$ cat config.mk
export PLATFORM = sky130hd
export DESIGN_NAME = chunked_packet_framer_core_flat
export DESIGN_NICKNAME = d
export VERILOG_FILES = /design/src/design/cpf_pkg.sv /design/src/design/cpf_in_if.sv /design/src/design/cpf_out_if.sv /design/src/design/cpf_chunk_ram.sv /design/src/design/chunked_packet_framer_core.sv /design/src/flat_wrapper.sv
export SDC_FILE = /design/constraint.sdc
export NUM_CORES = 2
export LEC_CHECK = 0
export BUFFER_PORTS_ARGS = -buffer_cell sky130_fd_sc_hd__buf_2
export CAP_MARGIN = 20
export CORE_AREA = 2 2 434 436
export CTS_BUF_LIST = sky130_fd_sc_hd__clkbuf_8
export CTS_CLUSTER_DIAMETER = 60
export DETAILED_ROUTE_END_ITERATION = 10
export DIE_AREA = 0 0 436 438
export GPL_TIMING_DRIVEN = 0
export SYNTH_ARGS = -nofsm -noshare
export SYNTH_HDL_FRONTEND = slang
export SYNTH_HIERARCHICAL = 1
export SYNTH_SLANG_ARGS = --single-unit
export TNS_END_PERCENT = 20
$ cat constraint.sdc
create_clock -name clk -period 5.3 [get_ports clk]
set_clock_uncertainty 0.1 [all_clocks]
set_input_delay 0.265 -clock clk [delete_from_list [all_inputs] [get_ports clk]]
set_output_delay 0.265 -clock clk [all_outputs]
set_load 0.1 [all_outputs]
$ cat src/design/cpf_pkg.sv
// Shared types and constants for the chunked packet framer.
// No dependencies.
package cpf_pkg;

    localparam int unsigned MAX_CHUNK_DEF = 256;

    localparam int unsigned POS_CHECKSUM = 0;
    localparam int unsigned POS_ADDRESS  = 1;
    localparam int unsigned POS_LENGTH   = 2;
    localparam int unsigned HEADER_BYTES = 3;

    typedef enum logic [1:0] {
        ST_ACCEPTED = 2'd0,
        ST_GIVEN    = 2'd1,
        ST_EMPTY    = 2'd2,
        ST_REJECTED = 2'd3
    } status_t;

    typedef enum logic {
        FR_IDLE,
        FR_READ
    } fr_state_t;

endpackage

$ cat src/design/cpf_in_if.sv
// Request channel of the chunked packet framer: valid/ready plus payload.
// Depends on nothing.
interface cpf_in_if;
    logic       valid;
    logic       ready;
    logic       mode;
    logic [7:0] data_byte;
    logic       end_of_data;

    modport source (output valid, output mode, output data_byte, output end_of_data,
                    input ready);
    modport sink   (input valid, input mode, input data_byte, input end_of_data,
                    output ready);
endinterface

$ cat src/design/cpf_out_if.sv
// Response channel of the chunked packet framer: valid/ready plus payload.
// Depends on cpf_pkg for the status type.
interface cpf_out_if;
    logic             valid;
    logic             ready;
    cpf_pkg::status_t status;
    logic [7:0]       framed_byte;
    logic             packet_end;

    modport source (output valid, output status, output framed_byte, output packet_end,
                    input ready);
    modport sink   (input valid, input status, input framed_byte, input packet_end,
                    output ready);
endinterface

$ cat src/design/cpf_chunk_ram.sv
// Chunk buffer: one write port, one read port with registered read data.
// No dependencies.
module cpf_chunk_ram #(
    parameter int unsigned DEPTH = 256,
    parameter int unsigned AW    = 8
) (
    input  logic          clk,
    input  logic          wr_en,
    input  logic [AW-1:0] wr_addr,
    input  logic [7:0]    wr_data,
    input  logic          rd_en,
    input  logic [AW-1:0] rd_addr,
    output logic [7:0]    rd_data
);
    logic [7:0] mem [DEPTH];
    logic [7:0] rd_data_reg;

    always_ff @(posedge clk)
    begin
        if (wr_en)
        begin
            mem[wr_addr] <= wr_data;
        end
    end

    always_ff @(posedge clk)
    begin
        if (rd_en)
        begin
            rd_data_reg <= mem[rd_addr];
        end
    end

    assign rd_data = rd_data_reg;
endmodule

$ cat src/design/chunked_packet_framer_core.sv
// Top level of the chunked packet framer.
// Depends on cpf_pkg, cpf_in_if, cpf_out_if and cpf_chunk_ram.
//
// Usage:
//   request  : valid/ready channel; mode 0 loads data_byte into the chunk
//              buffer (end_of_data closes the chunk), mode 1 fetches the next
//              framed byte: checksum, address, length, then the data bytes.
//   response : one result per request: status, framed_byte, packet_end.
//   wr_en/wr_data : writes packet_address; write only while idle.
// Timing: a response is valid the cycle after the request is accepted, except
//   for a fetch of a data byte, which goes through the registered buffer read
//   and the FR_READ state before the response register is loaded.
// Throughput: one request per cycle for loads, header fetches and status
//   answers while the response register is empty or draining; data fetches
//   block new requests during FR_READ, as the chunk buffer read is registered.
// Reset: the chunk is empty and open, packet_address is 0, the response
//   register is empty. The buffer contents are not cleared.
// Stall: the response register holds its value while ready is low; a new
//   request is taken only when that register is empty or draining.
module chunked_packet_framer_core #(
    parameter int unsigned MAX_CHUNK = cpf_pkg::MAX_CHUNK_DEF
) (
    input  logic        clk,
    input  logic        rst_n,
    cpf_in_if.sink      request,
    cpf_out_if.source   response,
    input  logic        wr_en,
    input  logic [7:0]  wr_data
);
    import cpf_pkg::*;

    localparam int unsigned CW = $clog2(MAX_CHUNK + 1);
    localparam int unsigned PW = $clog2(MAX_CHUNK + 3);
    localparam int unsigned AW = (MAX_CHUNK > 1) ? $clog2(MAX_CHUNK) : 1;

    fr_state_t     state_reg, state_next;
    logic [CW-1:0] fill_reg, fill_next;
    logic [7:0]    sum_reg, sum_next;
    logic          closed_reg, closed_next;
    logic [PW-1:0] pos_reg, pos_next;
    logic [7:0]    addr_reg;
    logic          rd_end_reg, rd_end_next;

    logic          out_valid_reg, out_valid_next;
    status_t       out_status_reg, out_status_next;
    logic [7:0]    out_byte_reg, out_byte_next;
    logic          out_end_reg, out_end_next;
    logic          out_load;

    logic          accept;
    logic [CW-1:0] fill_inc;
    logic [7:0]    len_byte;
    logic [7:0]    checksum;
    logic [PW-1:0] final_pos;
    logic [PW-1:0] data_idx;
    logic          is_last;

    logic          mem_wr_en;
    logic          mem_rd_en;
    logic [7:0]    mem_rd_data;

    assign request.ready = (state_reg == FR_IDLE) && (!out_valid_reg || response.ready);
    assign accept        = request.valid && request.ready;

    assign fill_inc  = fill_reg + CW'(1);
    assign len_byte  = 8'(fill_reg);
    assign checksum  = 8'd0 - 8'(addr_reg + len_byte + sum_reg);
    assign final_pos = PW'(fill_reg) + PW'(HEADER_BYTES - 1);
    assign data_idx  = pos_reg - PW'(HEADER_BYTES);
    assign is_last   = (pos_reg >= final_pos);

    cpf_chunk_ram #(
        .DEPTH (MAX_CHUNK),
        .AW    (AW)
    ) u_ram (
        .clk     (clk),
        .wr_en   (mem_wr_en),
        .wr_addr (fill_reg[AW-1:0]),
        .wr_data (request.data_byte),
        .rd_en   (mem_rd_en),
        .rd_addr (data_idx[AW-1:0]),
        .rd_data (mem_rd_data)
    );

    always_comb
    begin
        state_next      = state_reg;
        fill_next       = fill_reg;
        sum_next        = sum_reg;
        closed_next     = closed_reg;
        pos_next        = pos_reg;
        rd_end_next     = rd_end_reg;
        out_load        = 1'b0;
        out_status_next = out_status_reg;
        out_byte_next   = out_byte_reg;
        out_end_next    = out_end_reg;
        mem_wr_en       = 1'b0;
        mem_rd_en       = 1'b0;

        unique case (state_reg)
            FR_IDLE:
            begin
                if (accept)
                begin
                    out_load      = 1'b1;
                    out_byte_next = 8'd0;
                    out_end_next  = 1'b0;
                    if (!request.mode)
                    begin
                        if (closed_reg)
                        begin
                            out_status_next = ST_REJECTED;
                        end
                        else
                        begin
                            out_status_next = ST_ACCEPTED;
                            mem_wr_en       = 1'b1;
                            fill_next       = fill_inc;
                            sum_next        = sum_reg + request.data_byte;
                            if ((fill_inc >= CW'(MAX_CHUNK)) || request.end_of_data)
                            begin
                                closed_next = 1'b1;
                                pos_next    = '0;
                            end
                        end
                    end
                    else if (!closed_reg)
                    begin
                        out_status_next = ST_EMPTY;
                    end
                    else
                    begin
                        out_status_next = ST_GIVEN;
                        out_end_next    = is_last;
                        priority if (pos_reg == PW'(POS_CHECKSUM))
                        begin
                            out_byte_next = checksum;
                        end
                        else if (pos_reg == PW'(POS_ADDRESS))
                        begin
                            out_byte_next = addr_reg;
                        end
                        else if (pos_reg == PW'(POS_LENGTH))
                        begin
                            out_byte_next = len_byte;
                        end
                        else
                        begin
                            // hold the response until the buffer read returns
                            out_load    = 1'b0;
                            mem_rd_en   = 1'b1;
                            rd_end_next = is_last;
                            state_next  = FR_READ;
                        end
                        if (is_last)
                        begin
                            fill_next   = '0;
                            sum_next    = 8'd0;
                            closed_next = 1'b0;
                            pos_next    = '0;
                        end
                        else
                        begin
                            pos_next = pos_reg + PW'(1);
                        end
                    end
                end
            end
            FR_READ:
            begin
                out_load        = 1'b1;
                out_status_next = ST_GIVEN;
                out_byte_next   = mem_rd_data;
                out_end_next    = rd_end_reg;
                state_next      = FR_IDLE;
            end
            default:
            begin
                state_next = FR_IDLE;
            end
        endcase

        if (out_load)
        begin
            out_valid_next = 1'b1;
        end
        else if (response.ready)
        begin
            out_valid_next = 1'b0;
        end
        else
        begin
            out_valid_next = out_valid_reg;
        end
    end

    always_ff @(posedge clk or negedge rst_n)
    begin
        if (!rst_n)
        begin
            state_reg     <= FR_IDLE;
            fill_reg      <= '0;
            sum_reg       <= 8'd0;
            closed_reg    <= 1'b0;
            pos_reg       <= '0;
            addr_reg      <= 8'd0;
            out_valid_reg <= 1'b0;
        end
        else
        begin
            state_reg     <= state_next;
            fill_reg      <= fill_next;
            sum_reg       <= sum_next;
            closed_reg    <= closed_next;
            pos_reg       <= pos_next;
            out_valid_reg <= out_valid_next;
            if (wr_en)
            begin
                addr_reg <= wr_data;
            end
        end
    end

    always_ff @(posedge clk)
    begin
        rd_end_reg     <= rd_end_next;
        out_status_reg <= out_status_next;
        out_byte_reg   <= out_byte_next;
        out_end_reg    <= out_end_next;
    end

    assign response.valid       = out_valid_reg;
    assign response.status      = out_status_reg;
    assign response.framed_byte = out_byte_reg;
    assign response.packet_end  = out_end_reg;
endmodule

$ cat src/flat_wrapper.sv
// flat-port wrapper written by rule: the top's interface ports become plain ports
module chunked_packet_framer_core_flat import cpf_pkg::*;
#(
    parameter int unsigned MAX_CHUNK = cpf_pkg::MAX_CHUNK_DEF
)
  (clk, rst_n, wr_en, wr_data, request_valid, request_mode, request_data_byte, request_end_of_data, request_ready, response_valid, response_status, response_framed_byte, response_packet_end, response_ready);
  cpf_in_if request_i ();
  cpf_out_if response_i ();
  input  logic clk;
  input  logic rst_n;
  input  logic wr_en;
  input  logic [7:0] wr_data;
  input wire logic [$bits(request_i.valid)-1:0] request_valid;
  input wire logic [$bits(request_i.mode)-1:0] request_mode;
  input wire logic [$bits(request_i.data_byte)-1:0] request_data_byte;
  input wire logic [$bits(request_i.end_of_data)-1:0] request_end_of_data;
  output wire logic [$bits(request_i.ready)-1:0] request_ready;
  output wire logic [$bits(response_i.valid)-1:0] response_valid;
  output wire logic [$bits(response_i.status)-1:0] response_status;
  output wire logic [$bits(response_i.framed_byte)-1:0] response_framed_byte;
  output wire logic [$bits(response_i.packet_end)-1:0] response_packet_end;
  input wire logic [$bits(response_i.ready)-1:0] response_ready;
  assign request_i.valid = request_valid;
  assign request_i.mode = request_mode;
  assign request_i.data_byte = request_data_byte;
  assign request_i.end_of_data = request_end_of_data;
  assign request_ready = request_i.ready;
  assign response_valid = response_i.valid;
  assign response_status = response_i.status;
  assign response_framed_byte = response_i.framed_byte;
  assign response_packet_end = response_i.packet_end;
  assign response_i.ready = response_ready;
  chunked_packet_framer_core #(.MAX_CHUNK(MAX_CHUNK)) u_core (.clk(clk), .rst_n(rst_n), .request(request_i), .response(response_i), .wr_en(wr_en), .wr_data(wr_data));
endmodule
==> flow_metrics.tcl <==
set metrics [dict create \
    p_leak_uw 0.0304 \
    tightest_slew_ns 1.17 \
    endpoint_kind "flip-flop" \
    rows 159 \
    largest_reg_flops 2048 \
    setup_violations 3 \
    syn2layout_area_growth_pct 13.4 \
    max_stage_delay_ns 0.78 \
    netlist_area_mm2 0.0833 \
    dp_hpwl_mm 170 \
    cp_cell_sequence "clkbuf_1 > a21oi_1 > xor2_1 > clkdlybuf4s15_1 > nor2_4 > clkbuf_1 > a22oi_1 > a21oi_1 > nor4_1 > buf_2 > nor4_4" \
    synth_top_cell_area_share_pct 74.5 \
    cts_root_buffer "clkbuf_8" \
    wl_per_cell_um 35.2 \
    place_congestion 0.961 \
    violations "negative setup slack" \
    max_slew_margin_pct 21.7 \
    yosys.area.top_type "edfxtp_1" \
    critPathMaxFanout 10 \
    clock-sinks 2105 \
    antenna_found_initial 13 \
    die_area_mm2 0.191 \
    fmax_mhz 186 \
    synth-edff-count 2068 \
    drv_cap 0 \
    stdcell_area_mm2 0.0945 \
    ys_types 81 \
    fin_ws_ns -0.0689 \
    postRouteAntennaNets 0 \
    synth-main-ff-cell "edfxtp_1" \
    dp_cells 6694 \
    cpMaxStageDelayCell "clkdlybuf4s15_1" \
    drt_pass1_iterations 7 \
    drive_above_1_share_pct 23.9 \
    start_kind "flip-flop" \
    hp-class "input port to flip-flop" \
    htree_levels 5 \
    fin_total_pwr_uw 52200 \
    post_drt_via_cell_ratio 6.29 \
    drv_slew 0 \
    ir_worst_vdd_mv 0.531 \
    placed_area_mm2 0.0874 \
    clock_latency_ns 1.09 \
    port_buffers 34 \
    synth_nets 4195 \
    grt_pass1_wl_mm 355 \
    vias 46200 \
    max-clock-path-buffers 4 \
    fin_tns_setup_ns -0.124 \
    numCtsBuffers 359 \
    period_share_pct 101 \
    synth_cells 4126 \
    rsz0062_at_grt "true" \
    nets 4687 \
    fin_crit_ns 5.37 \
    path_class "flip-flop to flip-flop" \
    drtIter0Drc 6379 \
    drc_errors 0 \
    final_cells 7352 \
    cp.arrival_ns 6.06 \
    yosys_warnings 6 \
    grt.overflow.total 0 \
    cts_tree "done" \
    synthTopCellsByArea "edfxtp_1, mux4_2, mux2i_1" \
    critical_path.top_delay_family "buffers and inverters" \
    wl_mm 259 \
    cp.required_ns 5.99 \
    grt_max_degree 151 \
    utilization_pct 50.6 \
    io_pins 36 \
    start_util_pct 44.6 \
    grt_pass1_vias 45200 \
    run_status "complete, but fails checks" \
    fill_cells 15200 \
    ys_async_sr_fraction_pct 1.76 \
    ys_ff_latch 2105 \
    power-per-cell-area_mw_per_mm2 553 \
    crit_buf_inv 4 \
    postSynthAreaPerCell_um2 20.2 \
    die_height_um 438 \
    dieWidth_um 436 \
    clk_pin_slew_ns 0.07 \
    ys_seq_area_share_pct 75.7 \
    core_area_mm2 0.187 \
    grtUsageTotal_pct 26.9 \
    finalHoldViolations 0 \
]
==> final cells by class <==
cell class,count,area [um^2],area share (%)
Antenna cell,4,10.0,0.0106
Tap cell,2495,3120,3.30
Inverter,35,136,0.144
Clock buffer,367,5050,5.35
Multi-Input combinational cell,1737,18900,20.0
Clock inverter,229,1020,1.08
Sequential cell,2105,63000,66.7
Timing Repair Buffer,131,1520,1.61
Buffer,249,1660,1.76
==> repair_timing <==
item	in CTS	in global routing
gates resized for setup	75	50
pin swaps	3	1
cloned	0	0
endpoints found under the setup margin	8	82
endpoints found under the hold margin	1179	0
hold buffers	52	0
setup buffers	2	3
==> stage by stage <==
| stage | worst slack (ns) | hold slack, ns |
|---|---|---|
| after global routing | -0.0154 | 0.0989 |
| final | -0.0689 | 0.127 |
| after CTS | -0.0203 | 0.0686 |
| after floorplan | 1.80 | -0.131 |
| after global placement | -1.76 | 0.351 |
| after detailed placement | -1.05 | 0.355 |
==> routing by layer <==
layer / global-route usage (%) / part of all wire [%] / up-vias
li1: - / - / 18100
met1: 36.3 / 38 / 24600
met2: 40.2 / 45 / 2959
met3: 8.50 / 12 / 540
met4: 12.1 / 4.6 / 8
met5: 0 / 0.032 / -
==> cell families after synthesis <==
family	count (synthesis)	synth area share [%]
simple gates	585	3.25
fa+ha+maj	46	0.763
buf+inv	284	1.99
xor+xnor	25	0.263
compound gates	480	3.99
flops	2105	75.7
mux	601	14.1
==> where the power goes <==
part | switching [uW] | internal (uW)
Sequential | 88.5 | 18500
Clock | 6310 | 6540
Combinational | 13700 | 7110
Total | 20100 | 32100
==> path summary, 6_finish.rpt <==
kind                                                     endpoint  cells past startpoint                          start  slack, ns
worst max-delay path            u_core/u_ram/rd_data[0]$_DFFE_PP_                     11  u_core/pos_reg[2]$_DFFE_PN0P_      -0.07
worst min-delay path            u_core/u_ram/mem[18][1]$_DFFE_PP_                      2           request_data_byte[1]       0.13
worst max register to register  u_core/u_ram/rd_data[0]$_DFFE_PP_                     11  u_core/pos_reg[2]$_DFFE_PN0P_      -0.07
worst min register to register      u_core/sum_reg[6]$_DFFE_PN0P_                      2  u_core/sum_reg[6]$_DFFE_PN0P_       0.41
max in group asynchronous           u_core/sum_reg[1]$_DFFE_PN0P_                      4                          rst_n       4.66
min in group asynchronous           u_core/pos_reg[1]$_DFFE_PN0P_                      4                          rst_n       0.20
==> synth_stat cells (37+ instances only) <==
master and count:
a22oi_1 133, ha_1 38, dfrtp_1 37, clkbuf_1 122
a21oi_1 117, nand2_1 72, mux4_2 454, mux2i_1 142
nor2_1 303, edfxtp_1 2068, nand3_1 45, o221ai_1 46
==> placed cells by master (no fill, tap or decap), drive strengths merged, types with 9 or more instances in the layout <==
cell | netlist | final
a221oi | 14 | 14
a211oi | 19 | 19
nand2 | 74 | 74
o221ai | 47 | 47
a21oi | 117 | 117
xor2 | 11 | 11
nand4 | 13 | 13
clkbuf | 122 | 490
nand3 | 45 | 45
xnor2 | 14 | 14
inv | 33 | 150
o22ai | 29 | 29
o211ai | 11 | 11
mux2i | 142 | 142
edfxtp | 2068 | 2068
nor2 | 303 | 303
nand2b | 11 | 11
nor3 | 32 | 32
dfrtp | 37 | 37
dlygate4sd3 | 0 | 51
ha | 38 | 38
mux4 | 456 | 456
a31oi | 9 | 9
nor4 | 30 | 30
nor2b | 36 | 36
buf | 127 | 200
a22o | 9 | 9
o21ai | 42 | 42
clkinv | 2 | 106
a22oi | 133 | 133
Power figures use the tool's default switching activity.
